$ cat src/rtl/gqvg_pkg.sv
// Shared types, constants and saturation helpers for the glyph quad vertex generator.
// No dependencies; the cfg, table, quad and top modules import this package.
`timescale 1ns / 1ps
package gqvg_pkg;

  localparam int GLYPH_COUNT_DEF = 128;
  localparam int CFG_AW          = 5;
  localparam int CFG_DW          = 32;

  localparam logic [2:0] REG_SCALE_X       = 3'd0;
  localparam logic [2:0] REG_SCALE_Y       = 3'd1;
  localparam logic [2:0] REG_ADVANCE_SCALE = 3'd2;
  localparam logic [2:0] REG_INV_ATLAS_W   = 3'd3;
  localparam logic [2:0] REG_INV_ATLAS_H   = 3'd4;

  localparam logic       OP_LOAD   = 1'b0;
  localparam logic       OP_RENDER = 1'b1;

  localparam logic [2:0] LAST_VERTEX_IDX = 3'd5;
  localparam logic [16:0] TEX_ONE = 17'd65536;

  typedef struct packed {
    logic [13:0]       adv;
    logic [7:0]        wd;
    logic [7:0]        rw;
    logic signed [7:0] lf;
    logic signed [7:0] tp;
    logic [15:0]       tex_u;
  } entry_t;

  localparam int ENTRY_W = $bits(entry_t);

  typedef struct packed {
    logic [23:0] scale_x;
    logic [23:0] scale_y;
    logic [23:0] advance_scale;
    logic [16:0] inv_atlas_width;
    logic [16:0] inv_atlas_height;
  } cfg_t;

  // Request held in the lookup stage, with the table entry already read.
  typedef struct packed {
    logic               valid;
    logic               render;
    logic               first;
    logic signed [31:0] start_x;
    logic signed [31:0] start_y;
    entry_t             entry;
  } lookup_t;

  function automatic logic signed [31:0] sat32(input logic signed [39:0] v);
    logic signed [39:0] max_v;
    logic signed [39:0] min_v;
    max_v = 40'sh007FFFFFFF;
    min_v = -40'sh0080000000;
    if (v > max_v) begin
      sat32 = 32'sh7FFFFFFF;
    end else if (v < min_v) begin
      sat32 = 32'sh80000000;
    end else begin
      sat32 = v[31:0];
    end
  endfunction

  function automatic logic [16:0] sat_tex(input logic [25:0] v);
    if (v > 26'(TEX_ONE)) begin
      sat_tex = TEX_ONE;
    end else begin
      sat_tex = v[16:0];
    end
  endfunction

endpackage

$ cat src/rtl/gqvg_cfg.sv
// APB-style configuration registers: scales and reciprocal atlas sizes.
// Depends on gqvg_pkg for register codes and cfg_t.
`timescale 1ns / 1ps
module gqvg_cfg (
  input  logic                         clk,
  input  logic                         rst_n,
  input  logic                         psel,
  input  logic                         penable,
  input  logic                         pwrite,
  input  logic [gqvg_pkg::CFG_AW-1:0]  paddr,
  input  logic [gqvg_pkg::CFG_DW-1:0]  pwdata,
  output logic [gqvg_pkg::CFG_DW-1:0]  prdata,
  output logic                         pready,
  output gqvg_pkg::cfg_t               cfg
);
  import gqvg_pkg::*;

  cfg_t       cfg_r;
  cfg_t       cfg_nxt;
  logic       wr_en;
  logic [2:0] reg_idx;

  assign pready  = 1'b1;
  assign wr_en   = psel & penable & pwrite;
  assign reg_idx = paddr[4:2];
  assign cfg     = cfg_r;

  always_comb begin
    cfg_nxt = cfg_r;
    if (wr_en) begin
      unique case (reg_idx)
        REG_SCALE_X:       cfg_nxt.scale_x          = pwdata[23:0];
        REG_SCALE_Y:       cfg_nxt.scale_y          = pwdata[23:0];
        REG_ADVANCE_SCALE: cfg_nxt.advance_scale    = pwdata[23:0];
        REG_INV_ATLAS_W:   cfg_nxt.inv_atlas_width  = pwdata[16:0];
        REG_INV_ATLAS_H:   cfg_nxt.inv_atlas_height = pwdata[16:0];
        default:           cfg_nxt = cfg_r;
      endcase
    end
  end

  always_ff @(posedge clk) begin
    if (!rst_n) begin
      cfg_r.scale_x          <= 24'd65536;
      cfg_r.scale_y          <= 24'd65536;
      cfg_r.advance_scale    <= 24'd1311;
      cfg_r.inv_atlas_width  <= 17'd65536;
      cfg_r.inv_atlas_height <= 17'd65536;
    end else begin
      cfg_r <= cfg_nxt;
    end
  end

  always_comb begin
    unique case (reg_idx)
      REG_SCALE_X:       prdata = {8'd0, cfg_r.scale_x};
      REG_SCALE_Y:       prdata = {8'd0, cfg_r.scale_y};
      REG_ADVANCE_SCALE: prdata = {8'd0, cfg_r.advance_scale};
      REG_INV_ATLAS_W:   prdata = {15'd0, cfg_r.inv_atlas_width};
      REG_INV_ATLAS_H:   prdata = {15'd0, cfg_r.inv_atlas_height};
      default:           prdata = '0;
    endcase
  end

endmodule

$ cat config.mk
export PLATFORM = sky130hd
export DESIGN_NAME = gqvg_cfg
export DESIGN_NICKNAME = d
export VERILOG_FILES = /design/src/rtl/gqvg_pkg.sv /design/src/rtl/gqvg_cfg.sv
export SDC_FILE = /design/constraint.sdc
export NUM_CORES = 1
export LEC_CHECK = 0
export BUFFER_PORTS_ARGS = -buffer_cell sky130_fd_sc_hd__buf_2
export CAP_MARGIN = 20
export CORE_UTILIZATION = 45
export DETAILED_ROUTE_END_ITERATION = 16
export MAX_ROUTING_LAYER = met4
export PLACE_DENSITY = 0.76
export SETUP_SLACK_MARGIN = 0.5
export SLEW_MARGIN = 10
export SYNTH_ARGS = -nofsm -noshare
export SYNTH_HDL_FRONTEND = slang
export SYNTH_SLANG_ARGS = --single-unit
$ cat constraint.sdc
create_clock -name clk -period 1.8 [get_ports clk]
set_input_delay 0.18 -clock clk [delete_from_list [all_inputs] [get_ports clk]]
set_output_delay 0.18 -clock clk [all_outputs]
set_load 0.005 [all_outputs]
# Word-level counts from Yosys, hierarchy flattened
# Cells that the tools add are included.
# word_totals
elab_cells	18
latch_bits	0
ram_bits	0
memories	0
rom_bits	0
out_inout_bits	139
reg_bits	106
# op_classes
addsub	0
muxes	1
n_shift	0
n_mul	0
eq_ne	4
n_lt_le_gt_ge	0
div	0
n_reduce_logical	6
n_bitwise	2
# op_table
operator	n
one-hot mux 24 bit (5 select lines)	1
AND reduction 2 bit	5
== test 3 x 2 -> 1 bit (second input constant)	2
== test 3 x 1 -> 1 bit (second input constant)	1
== test 3 bit (second input constant)	1
logical NOT 3 bit	1
bitwise AND 1 bit	2

# Depth between registers and ports, before layout
# depth
ltp_word	3
ltp_mapped	6
depth_no_buf	3

# Least setup slack after synthesis
# OpenSTA, ideal clock, no wires.
# synth_timing
kind	in2out
startpoint	in paddr[3] in the netlist's numbering
endpoint	out prdata[0] in the netlist's numbering
t_arrival_ps	1156
path_slack_ps	464
stages	5
n_path_buf	2
cell_sequence	buf_6 -> nor3b_4 -> clkbuf_1 -> o2bb2ai_1 -> a221o_1
# synth_via
elab_chain_cells	2
elab_cells_between_ends	6
classes_between	eq/ne: 4; mux: 1; reduce/logical: 1
# synth_rtl
item	line_no	text
from (decl)	gqvg_cfg.sv:10	input logic [gqvg_pkg::CFG_AW-1:0] paddr,
== test 3 bit, or another cell as far along	gqvg_cfg.sv:55	unique case (reg_idx)
one-hot mux 24 bit (5 select lines) (*)	gqvg_cfg.sv:55	
to (decl)	gqvg_cfg.sv:12	output logic [gqvg_pkg::CFG_DW-1:0] prdata,
# Every way passes the cells marked *; elsewhere a longest branch is shown, timed or not.

# Worst setup path after layout
# layout_timing
startpoint	reg cfg_r, in the netlist cfg[25]
endpoint	out prdata[8] in the netlist's numbering
# layout_via
elab_chain_cells	1
# layout_rtl
item	line_no	text
from (decl)	gqvg_cfg.sv:18	cfg_t cfg_r;
from (signal assigned)	gqvg_cfg.sv:50	cfg_r <= cfg_nxt;
one-hot mux 24 bit (5 select lines)	gqvg_cfg.sv:55	
# No other way between the ends.

==> metrics.md <==
| Metric | Value |
|---|---|
| GRT Total Usage | 26.81% |
| Sequential fraction of the synthesis area | ~44% |
| Status | finished, final reports clean |
| Critical path's slowest cell | dfxtp_2 |
| Number of global-route vias before repair | around 4,300 |
| Worst Path Required | between 1.5 and 2 ns |
| TritonCTS clock tree | built |
| Initial antenna violation count | 1 |
| Clk_lat worst skew | 0.35 ns |
| Netlist cell types | 28 |
| Area Growth Syn to Fin | 36.54% |
| Most used DFF post-synth | dfxtp_1 |
| Crit share post-route | 84.13% |
| Clk sinks | 106 |
| IO Pins | roughly 180 |
| Syn avg cell area | just under 10 µm² |
| Clk_skew | 0 ns |
| Post-Synthesis Cells | slightly below 500 |
| Die Y | between 100 and 150 µm |
| Cell Rows | 37 |
| Initial DRC count | 273 |
| Final setup TNS | 0 ns |
| Post-route cell area | about 6600 µm² |
| WP buf/inv | 1 |
| # fillers | 836 |
| Post-synth ARST share | 0% |
| Synthesis warning total | 0 |
| HPWL Detailed | 9560 µm |
| Hold Crit Class | input port to flop |
| CP Class | flop to output port |
| Largest net degree at the start of global routing | 43 |
| Root buffer cell | clkbuf_8 |
| Synth area leaders | dfxtp_1, mux2i_1, nand2_1 |
| CP delay by family, top | compound AO/OA/AOI/OAI gates |
| Slowest stage delay, CP | roughly 0.33 ns |
| Worst hold margin | approximately 0.11 ns |
| Cell area after synthesis | between 4000 and 5000 µm² |
| First-pass GRT wire length | between 20,000 and 25,000 µm |
| Number of synthesized flops with an enable pin | 0 |
| Dpl ws | 0.01518 ns |
| Gpl congestion | 0.8649 |
| Initial Util | 46.60% |
| Synth top area share | approximately 44% |
| Maximum VDD drop | about 0.00035 V |
| Critical path launch point type | flop |
| Clock Path Buffers | 2 |
| Critical path arrival | roughly 1.3 ns |
| CP cell instances | mux2i_1 > o2bb2ai_1 > a221o_1 > buf_2 |
| Post-DRT Antenna Nets | 0 |
| First-pass iteration count of the detailed router | 5 |
| Core area | 10,320 µm² |
| RSZ-0062 raised after global routing | yes |
| Via count | 4,491 |
| Power Total | roughly 0.0043 W |
| Fin nets | roughly 730 |
| Largest register FFs | around 110 |
| Vias per inst | 5.391 |
| Final setup vio count | 0 |
| CTS buffer count | 9 |
| Routed len/inst | around 18 µm |
| Synth top cells by count | mux2i_1, nand2_1, dfxtp_1 |
| Yosys top cell by area | dfxtp_1 |
| Minimum clock period | between 1.5 and 2 ns |
| Placed cell area | 5812 µm² |
| PnR worst setup slack | about 0.29 ns |
| Max_cap viols | 0 |
| Die span in x | 105.4 µm |
| Synthesized flop and latch total | between 100 and 150 |
| Grt total ovfl | 0 |
| Power Density | 653.5 nW/µm² |
| Die area | between 10,000 and 15,000 µm² |
| Port buffer count | about 160 |
| Fmax | 660.4 MHz |
| CP endpoint kind | output port |
| DRC | 0 |
| Clock H-tree levels | 3 |
| Final Hold Viols | 0 |
| Slew Viols, Final | 0 |
| Cell with the most instances after synthesis | mux2i_1 |
| Pleak | between 3 and 4 nW |
| Share of cells above drive strength 1 | a little over two fifths |
| Overall routed net length | 14,750 µm |
| CTS clk-pin slew, worst paths | roughly 0.1 ns |
| Critical path peak fanout | 2 |
power breakdown:
| group | switching (W) | internal, W |
|---|---|---|
| logic | 0.000229 | 0.000189 |
| registers | 0.0000141 | 0.00236 |
| clock network | 0.000776 | 0.000722 |
| total | 0.00102 | 0.00327 |
placed cells by master (no fill, tap or decap), types with 2 or more instances in the layout:
| master | instances |
|---|---|
| buf_4 | 53 |
| dfxtp_2 | 41 |
| a221o_1 | 16 |
| a2bb2oi_1 | 6 |
| conb_1 | 9 |
| mux2i_2 | 2 |
| dfxtp_1 | 65 |
| buf_6 | 4 |
| nand2b_1 | 2 |
| clkbuf_8 | 11 |
| buf_12 | 12 |
| clkbuf_1 | 3 |
| o2bb2ai_1 | 14 |
| mux2i_1 | 121 |
| buf_2 | 158 |
| o2bb2ai_2 | 2 |
| inv_1 | 8 |
| o211ai_1 | 8 |
| nor2_1 | 10 |
| nor2b_1 | 5 |
| nand4b_1 | 7 |
| nand2_1 | 120 |
stage by stage:
stage	util [%]	instances
after CTS	62.73	829
after global placement	56.30	772
after detailed placement	56.30	772
after global routing	63.63	833
after floorplan	-	499
final	63.63	833
worst paths after layout:
kind	startpoint	end	slack, ns	cells after the start
worst min register to register	cfg[29]	cfg[29]	0.47	2
worst max register to register	cfg[54]	cfg[54]	0.99	4
worst min-delay path	pwdata[16]	cfg[50]	0.11	3
worst max-delay path	cfg[25]	prdata[8]	0.29	4
what timing repair did:
item                                    CTS  global route
pin swaps                                 5             6
endpoints found under the setup margin   24            63
gates cloned                              2             1
hold buffers                              0             0
resized for setup                        50            18
setup buffers                            39             2
metal layers:
layer / vias up / track usage, % / wire, µm
met2: 205 / 44.55 / 7426
met5: - / - / 0
met4: 0 / 12.68 / 331
met3: 23 / 3.958 / 1032
met1: 2170 / 31.96 / 5961
li1: 2093 / - / -
worst register-to-register path, stage by stage, from the launching register on:
cell     delay [ns]
dfxtp_2        0.33
buf_4          0.13
buf_4          0.12
nand2_1        0.05
mux2i_1        0.07
cell type report:
type	count	area (µm²)	area share [%]
inverters	8	30.03	0.4571
flip-flops and latches	106	2173	33.09
repair buffers	231	1574	23.96
clock inverters	2	35.03	0.5333
multi-input cells	335	2421	36.86
clock buffers	14	162.7	2.476
well taps	136	170.2	2.590
diodes	1	2.502	0.03810
kinds of logic after synthesis:
group / share of synthesized area, %
other: 0.1561
muxes: 25.59
buffers and inverters: 7.074
DFF: 44.11
and+or+nand+nor: 14.02
AOI/OAI and AO/OA: 9.051
Power figures use the tool's default switching activity.
