`src/rtl/gqvg_pkg.sv`:
```
// Shared types, constants and saturation helpers for the glyph quad vertex generator.
// No dependencies; the cfg, table, quad and top modules import this package.
`timescale 1ns / 1ps
package gqvg_pkg;

  localparam int GLYPH_COUNT_DEF = 128;
  localparam int CFG_AW          = 5;
  localparam int CFG_DW          = 32;

  localparam logic [2:0] REG_SCALE_X       = 3'd0;
  localparam logic [2:0] REG_SCALE_Y       = 3'd1;
  localparam logic [2:0] REG_ADVANCE_SCALE = 3'd2;
  localparam logic [2:0] REG_INV_ATLAS_W   = 3'd3;
  localparam logic [2:0] REG_INV_ATLAS_H   = 3'd4;

  localparam logic       OP_LOAD   = 1'b0;
  localparam logic       OP_RENDER = 1'b1;

  localparam logic [2:0] LAST_VERTEX_IDX = 3'd5;
  localparam logic [16:0] TEX_ONE = 17'd65536;

  typedef struct packed {
    logic [13:0]       adv;
    logic [7:0]        wd;
    logic [7:0]        rw;
    logic signed [7:0] lf;
    logic signed [7:0] tp;
    logic [15:0]       tex_u;
  } entry_t;

  localparam int ENTRY_W = $bits(entry_t);

  typedef struct packed {
    logic [23:0] scale_x;
    logic [23:0] scale_y;
    logic [23:0] advance_scale;
    logic [16:0] inv_atlas_width;
    logic [16:0] inv_atlas_height;
  } cfg_t;

  // Request held in the lookup stage, with the table entry already read.
  typedef struct packed {
    logic               valid;
    logic               render;
    logic               first;
    logic signed [31:0] start_x;
    logic signed [31:0] start_y;
    entry_t             entry;
  } lookup_t;

  function automatic logic signed [31:0] sat32(input logic signed [39:0] v);
    logic signed [39:0] max_v;
    logic signed [39:0] min_v;
    max_v = 40'sh007FFFFFFF;
    min_v = -40'sh0080000000;
    if (v > max_v) begin
      sat32 = 32'sh7FFFFFFF;
    end else if (v < min_v) begin
      sat32 = 32'sh80000000;
    end else begin
      sat32 = v[31:0];
    end
  endfunction

  function automatic logic [16:0] sat_tex(input logic [25:0] v);
    if (v > 26'(TEX_ONE)) begin
      sat_tex = TEX_ONE;
    end else begin
      sat_tex = v[16:0];
    end
  endfunction

endpackage

```
`src/rtl/gqvg_quad.sv`:
```
// Product stage, pen registers and quad emitter that walks the six vertices.
// Depends on gqvg_pkg for lookup_t, cfg_t and saturation helpers.
`timescale 1ns / 1ps
module gqvg_quad (
  input  logic               clk,
  input  logic               rst_n,
  input  gqvg_pkg::lookup_t  lkp,
  input  gqvg_pkg::cfg_t     cfg,
  output logic               take,
  output logic               out_valid,
  input  logic               out_ready,
  output logic signed [31:0] vertex_x,
  output logic signed [31:0] vertex_y,
  output logic [16:0]        tex_s,
  output logic [16:0]        tex_t,
  output logic               last_vertex
);
  import gqvg_pkg::*;

  // product stage
  logic               v2_r;
  logic               render_r;
  logic               first_r;
  logic signed [31:0] start_x_r;
  logic signed [31:0] start_y_r;
  logic signed [32:0] lfx_r;
  logic signed [32:0] tpy_r;
  logic [31:0]        wx_r;
  logic [31:0]        hy_r;
  logic [24:0]        su_r;
  logic [24:0]        tv_r;
  logic [37:0]        advp_r;
  logic [15:0]        tex_u_r;
  logic signed [32:0] lf_ext;
  logic signed [32:0] tp_ext;
  logic signed [32:0] sx_ext;
  logic signed [32:0] sy_ext;

  // pen and quad registers
  logic signed [31:0] pen_x_r;
  logic signed [31:0] pen_y_r;
  logic signed [31:0] qx0_r;
  logic signed [31:0] qx1_r;
  logic signed [31:0] qyt_r;
  logic signed [31:0] qyb_r;
  logic [16:0]        qs0_r;
  logic [16:0]        qs1_r;
  logic [16:0]        qt1_r;
  logic [2:0]         cnt_r;
  logic               busy_r;

  logic               emit2;
  logic               s3_free;
  logic               s2_go;
  logic               load_quad;
  logic               last;
  logic signed [31:0] base_x;
  logic signed [31:0] base_y;
  logic signed [39:0] x0_w;
  logic signed [39:0] x1_w;
  logic signed [39:0] yt_w;
  logic signed [39:0] yb_w;
  logic signed [39:0] pen_sum;
  logic [25:0]        s1_w;
  logic               use_x1;
  logic               use_yb;

  assign last      = cnt_r == LAST_VERTEX_IDX;
  assign emit2     = render_r & (wx_r != '0) & (hy_r != '0);
  assign s3_free   = !busy_r | (out_ready & last);
  assign s2_go     = v2_r & (!emit2 | s3_free);
  assign load_quad = s2_go & emit2;
  assign take      = lkp.valid & (!v2_r | s2_go);

  assign lf_ext = 33'(lkp.entry.lf);
  assign tp_ext = 33'(lkp.entry.tp);
  assign sx_ext = {9'd0, cfg.scale_x};
  assign sy_ext = {9'd0, cfg.scale_y};

  always_ff @(posedge clk) begin
    if (!rst_n) begin
      v2_r <= 1'b0;
    end else if (take) begin
      v2_r <= 1'b1;
    end else if (s2_go) begin
      v2_r <= 1'b0;
    end
  end

  always_ff @(posedge clk) begin
    if (take) begin
      render_r  <= lkp.render;
      first_r   <= lkp.first;
      start_x_r <= lkp.start_x;
      start_y_r <= lkp.start_y;
      lfx_r     <= lf_ext * sx_ext;
      tpy_r     <= tp_ext * sy_ext;
      wx_r      <= 32'(lkp.entry.wd) * 32'(cfg.scale_x);
      hy_r      <= 32'(lkp.entry.rw) * 32'(cfg.scale_y);
      su_r      <= 25'(lkp.entry.wd) * 25'(cfg.inv_atlas_width);
      tv_r      <= 25'(lkp.entry.rw) * 25'(cfg.inv_atlas_height);
      advp_r    <= 38'(lkp.entry.adv) * 38'(cfg.advance_scale);
      tex_u_r   <= lkp.entry.tex_u;
    end
  end

  // a string start overrides the pen before this glyph is placed
  assign base_x  = first_r ? start_x_r : pen_x_r;
  assign base_y  = first_r ? start_y_r : pen_y_r;
  assign x0_w    = 40'(base_x) + 40'(lfx_r);
  assign x1_w    = x0_w + $signed({8'd0, wx_r});
  assign yt_w    = 40'(base_y) + 40'(tpy_r);
  assign yb_w    = yt_w - $signed({8'd0, hy_r});
  assign pen_sum = 40'(base_x) + $signed({2'b00, advp_r});
  assign s1_w    = 26'(tex_u_r) + 26'(su_r);

  always_ff @(posedge clk) begin
    if (!rst_n) begin
      pen_x_r <= '0;
      pen_y_r <= '0;
    end else if (s2_go && render_r) begin
      pen_x_r <= sat32(pen_sum);
      pen_y_r <= base_y;
    end
  end

  always_ff @(posedge clk) begin
    if (!rst_n) begin
      busy_r <= 1'b0;
      cnt_r  <= '0;
    end else if (load_quad) begin
      busy_r <= 1'b1;
      cnt_r  <= '0;
    end else if (busy_r && out_ready) begin
      if (last) begin
        busy_r <= 1'b0;
      end else begin
        cnt_r <= cnt_r + 3'd1;
      end
    end
  end

  always_ff @(posedge clk) begin
    if (load_quad) begin
      qx0_r <= sat32(x0_w);
      qx1_r <= sat32(x1_w);
      qyt_r <= sat32(yt_w);
      qyb_r <= sat32(yb_w);
      qs0_r <= {1'b0, tex_u_r};
      qs1_r <= sat_tex(s1_w);
      qt1_r <= sat_tex(26'(tv_r));
    end
  end

  // vertex order: left-top, right-top, left-bottom, right-top, left-bottom, right-bottom
  always_comb begin
    case (cnt_r) inside
      3'd1, 3'd3, 3'd5: use_x1 = 1'b1;
      default:          use_x1 = 1'b0;
    endcase
    case (cnt_r) inside
      3'd2, 3'd4, 3'd5: use_yb = 1'b1;
      default:          use_yb = 1'b0;
    endcase
  end

  assign out_valid   = busy_r;
  assign vertex_x    = use_x1 ? qx1_r : qx0_r;
  assign vertex_y    = use_yb ? qyb_r : qyt_r;
  assign tex_s       = use_x1 ? qs1_r : qs0_r;
  assign tex_t       = use_yb ? qt1_r : '0;
  assign last_vertex = last;

  a_cnt_range: assert property (@(posedge clk) disable iff (!rst_n)
    busy_r |-> cnt_r <= LAST_VERTEX_IDX)
    else $error("vertex counter past the sixth vertex");

  a_quad_start: assert property (@(posedge clk) disable iff (!rst_n)
    load_quad |=> busy_r && cnt_r == 3'd0)
    else $error("new quad did not start at its first vertex");

  a_empty_hold: assert property (@(posedge clk) disable iff (!rst_n)
    (busy_r && !out_ready && !load_quad) |=> busy_r && $stable(cnt_r) && $stable(qx0_r))
    else $error("stalled quad changed without a taken vertex");

endmodule

```
`config.mk`:
```
export PLATFORM = sky130hd
export DESIGN_NAME = gqvg_quad
export DESIGN_NICKNAME = d
export VERILOG_FILES = /design/src/rtl/gqvg_pkg.sv /design/src/rtl/gqvg_quad.sv
export SDC_FILE = /design/constraint.sdc
export NUM_CORES = 2
export LEC_CHECK = 0
export ABC_CLOCK_PERIOD_IN_PS = 54800
export BUFFER_PORTS_ARGS = -buffer_cell sky130_fd_sc_hd__buf_2
export CAP_MARGIN = 5
export CORE_MARGIN = 2
export CORE_UTILIZATION = 55
export CTS_CLUSTER_SIZE = 25
export DETAILED_ROUTE_END_ITERATION = 8
export PLACE_DENSITY = 0.81
export SETUP_SLACK_MARGIN = 0.02
export SLEW_MARGIN = 20
export SYNTH_ARGS = -nofsm -noshare
export SYNTH_HDL_FRONTEND = slang
export SYNTH_SLANG_ARGS = --single-unit
```
`constraint.sdc`:
```
create_clock -name clk -period 54.8 [get_ports clk]
set_clock_uncertainty 0.2 [all_clocks]
set_input_delay 5.48 -clock clk [delete_from_list [all_inputs] [get_ports clk]]
set_output_delay 5.48 -clock clk [all_outputs]
set_load 0.1 [all_outputs]
```
# Word level (Yosys, flattened, before mapping)
# Cells that the tools add are included.
# totals
reg_bits	547
input_bits	238
word_cells	100
# classes
add_sub_neg	7
n_mul	7
magnitude_cmp	12
n_eq_ne	5
n_mux	19
n_bitwise	11
n_reduce_logical	15
# op_table
operator	count
$mux 32	10
$gt 35x32->1 const B	2
$lt 35x32->1 const B	2
$add 32x33->34	2
$gt 34x32->1 const B	2
$lt 34x32->1 const B	2
$mul 8x25->33	2
$mul 8x24->32	2
$reduce_bool 32->1	2
$mul 8x17->25	2
$add 32x39->40	1
$gt 40x32->1 const B	1
$lt 40x32->1 const B	1
$mul 14x24->38	1
$add 34x33->35	1
$sub 34x33->35	1
$mux 17	2
$add 16x25->26	1
$gt 26x17->1 const B	1
$gt 25x17->1 const B	1
$mux 1	7
$and 1x1->1	6
$eq 3x2->1 const B	2
$eq 3x3->1 const B	2
10 further kinds	20

# Logic depth before layout (Yosys ltp)
# logic_depth
ltp_word	9
ltp_mapped	29
depth_no_buf	26

# Worst setup path before layout
# No wires, ideal clock.
# synth_path
path_type	in2out
startpoint	input port out_ready
endpoint	output port take
t_arrival_ps	29156
slack_ps	19964
path_stages	2
n_path_buf	0
path_cell_list	a21boi_0 > a21boi_0
# synth_via
elab_chain_cells	6
# synth_lines
element	line_no	rtl
from (decl)	gqvg_quad.sv:11	input logic out_ready,
$and 1x1->1	gqvg_quad.sv:70	assign s3_free = !busy_r | (out_ready & last);
$or 1x1->1	gqvg_quad.sv:70	
$or 1x1->1	gqvg_quad.sv:71	assign s2_go = v2_r & (!emit2 | s3_free);
$and 1x1->1	gqvg_quad.sv:71	
$or 1x1->1	gqvg_quad.sv:73	assign take = lkp.valid & (!v2_r | s2_go);
$and 1x1->1	gqvg_quad.sv:73	
to (decl)	gqvg_quad.sv:9	output logic take,
# Every way passes these cells.

# Worst setup path after layout
# Ends and elaborated chain as after synthesis.

==> summary.txt <==
Status -> finished clean
FMAX -> 78.5 MHz
Fin nets -> 9396
P_leak -> 35.5 nW
Most used flip-flop cell after synthesis -> edfxtp_1
Worst-Skew Late Latency -> 0.69 ns
Peak VDD IR -> 0.0000606 V
CTS tree -> done
Simple-gate share of the synthesized area -> 15.9%
Fill count -> 10700
PortBufs -> 338
GRT Residual Overflow -> 0
Setup TNS after final layout -> 0 ns
Clock root buffer -> clkbuf_16
Post-synthesis xor/xnor area fraction -> 4.01%
Post-route DRC -> 0
DP Wirelength -> 138000 um
Die boundary width -> 365 um
Drt via density -> 5.68
Initial DRT Pass Iterations -> 6
Worst Hold End -> qs0_r[2]$_DFFE_PP_
Yosys top cell area share -> 27.3%
DR vias -> 53200
RSZ-0062 raised after global routing -> no
Die H -> 365 um
Total Routing Usage GR -> 26.9%
Post-synthesis cell area -> 71800 um2
Postcts setup bufs -> 0
Reg2Reg Setup Slack -> 46.20 ns
EDFF count, synth -> 478
R2R cell count -> 27
Post-synthesis sequential element count -> 547
Boundary pin count -> 339
Post-route ant nets -> 0
Crit Path Max Fanout -> 36
Wirelength per Cell -> 19.0 um
DRT iter0 DRCs -> 3621
Most frequent cells in the layout -> inv_1, fa_1, nand2_1
Initial core utilization -> 55.4%
Core Region -> 129000 um2
Critical path data required time -> 49.12 ns
Design Power -> 4.53 mW
Synth cell types -> 88
Final Wtd Congestion -> 0.933
Count of final hold-check violations -> 0
Reg2reg end -> qyb_r[10]$_SDFFCE_PN1P_
Die area -> 133000 um2
Commonest non-fill, non-tap cell in the layout -> inv_1
Largest net degree at the start of global routing -> 165
Vias in the first global route -> 55500
Synth Area in Compound Gates -> 9.74%
P&R area growth vs syn -> 7.32%
CTS buffer count -> 61
Pwr per Cell Area -> 58.8 nW/um2
Yosys Warn Count -> 0
Worst-path clk slew -> 0.06 ns
Reg2reg start -> first_r$_DFFE_PP_
Max Cap Viol -> 0
Post-synth ARST share -> 0%
Slew headroom -> 29.9%
Worst Path Class, Setup -> in2out
Largest family of logic cells by synthesized area -> adder cells
Leading post-synthesis cells by cell area -> fa_1, edfxtp_1, ha_1, and2_1, inv_1
CP arrival -> 7.06 ns
# resized after CTS -> 0
Final setup fails -> 0
H-tree levels -> 2
First-pass GRT wire length -> 287000 um
Worst hold stages -> 0
CTS Hold Bufs -> 0
Initial antenna violation count -> 35
Syn avg cell area -> 9.71 um2
Leading area contributor after synthesis -> fa_1
Post-synth net total -> 9245
Final min period -> 12.74 ns
Mux cell area share after synthesis -> 2.73%
Critical Path Sink Type -> output port
Layout cell share with drive strength beyond 1 -> 9.61%
Actual slew at the worst max-slew pin -> 1.05 ns
Final WL -> 178000 um
Site row count -> 132
Post-Synthesis Cells -> 7393
Post-synthesis adder-cell area fraction -> 38.4%
TritonCTS Sinks -> 547
Longest Clk Path Bufs -> 3
Final critical-path share of the clock period -> 23.3%
Sequential share of the synthesized area -> 21.9%
Startpoint types -> primary input
Max-slew violations -> 0
Hold Startpoint -> tex_u_r[2]$_DFFE_PP_
Min-Delay Path Class -> reg2reg
[report_power, final]
group	leakage, nW	total (mW)	switching [mW]	internal [mW]
Clock	1.03	0.438	0.181	0.257
Combinational	29.4	3.32	1.96	1.36
Sequential	5.07	0.778	0.0513	0.726
Total	35.5	4.53	2.19	2.34
[worst max-delay path: stages]
cell	delay, ns
buf_2	0.12
a21boi_1	0.22
a21boi_4	0.18
buf_4	0.47
buf_2	0.54
[cell type report]
class | instances | area [um2] | share of cell area (%)
multi-input cells | 5454 | 50800 | 66.0
well taps | 1742 | 2180 | 2.83
clock buffers | 79 | 1700 | 2.20
repair buffers | 359 | 1870 | 2.43
inverters | 1121 | 4210 | 5.46
diodes | 24 | 60.1 | 0.0780
flip-flops and latches | 547 | 15700 | 20.4
clock inverters | 36 | 442 | 0.573
[worst max-delay path by stage]
| stage | cells past startpoint | start | slack [ns] | to |
|---|---|---|---|---|
| 2_1_floorplan | 2 | out_ready | 19.96 | take |
| 3_3_place_gp | 5 | out_ready | 41.91 | take |
| 3_5_place_dp | 5 | out_ready | 41.82 | take |
| 4_1_cts | 5 | out_ready | 41.82 | take |
| 5_1_grt | 5 | out_ready | 41.96 | take |
| 6_report | 5 | out_ready | 42.06 | take |
[routing by layer]
| metal | routed length, um | track usage (%) |
|---|---|---|
| met1 | 74000 | 35.6 |
| met2 | 83400 | 44.3 |
| met3 | 13800 | 4.73 |
| met4 | 6430 | 9.85 |
| met5 | 178 | 0 |
[registers in the layout, summed over array words and instances, names as in the netlist, 3 cells and up]
name       cells
qyb_r         32
su_r          25
lfx_r         33
tv_r          25
pen_x_r       32
hy_r          32
qx0_r         32
qx1_r         32
tpy_r         33
advp_r        38
start_x_r     32
cnt_r          3
qs1_r         17
qyt_r         32
qt1_r         17
qs0_r         16
start_y_r     32
wx_r          32
tex_u_r       16
pen_y_r       32
[per-stage QoR]
| stage | worst slack, ns | std cells | cell area, um2 | utilization (%) | hold WS, ns |
|---|---|---|---|---|---|
| 2_1_floorplan | 19.96 | 7393 | 71800 | - | 0.231 |
| 3_3_place_gp | 41.91 | 9223 | 74800 | 57.8 | 0.250 |
| 3_5_place_dp | 41.82 | 9223 | 74800 | 57.8 | 0.256 |
| 4_1_cts | 41.82 | 9338 | 77000 | 59.4 | 0.260 |
| 5_1_grt | 41.96 | 9352 | 77000 | 59.5 | 0.287 |
| 6_report | 42.06 | 9362 | 77000 | 59.5 | 0.262 |
[cell families after synthesis]
logic type | after synthesis
simple gates | 2253
fa+ha+maj | 1614
buf+inv | 1392
compound gates | 1082
flops | 547
xor+xnor | 327
mux | 178
[Yosys cell counts, types with 7 or more instances]
cell type / n
a2111oi_0: 7
a211o_1: 12
a211oi_1: 25
a21bo_2: 22
a21boi_0: 11
a21o_1: 143
a21oi_1: 296
a21oi_2: 33
a221o_1: 8
a31oi_1: 24
and2_1: 708
and3_1: 30
buf_1: 7
clkbuf_1: 257
dfxtp_1: 69
edfxtp_1: 478
fa_1: 977
ha_1: 637
inv_1: 1120
mux2_2: 142
mux2i_1: 36
nand2_1: 845
nand2_2: 29
nand2b_1: 107
nand3_1: 51
nand4_1: 32
nor2_1: 197
nor2b_1: 110
nor3_1: 49
nor4_1: 31
o211ai_1: 21
o21a_1: 57
o21ai_0: 257
o21ai_1: 17
o21bai_1: 40
o22ai_1: 7
o31a_1: 10
o31ai_1: 15
or2_2: 20
or3_1: 21
xnor2_1: 198
xor2_1: 127
Power figures use the tool's default switching activity.
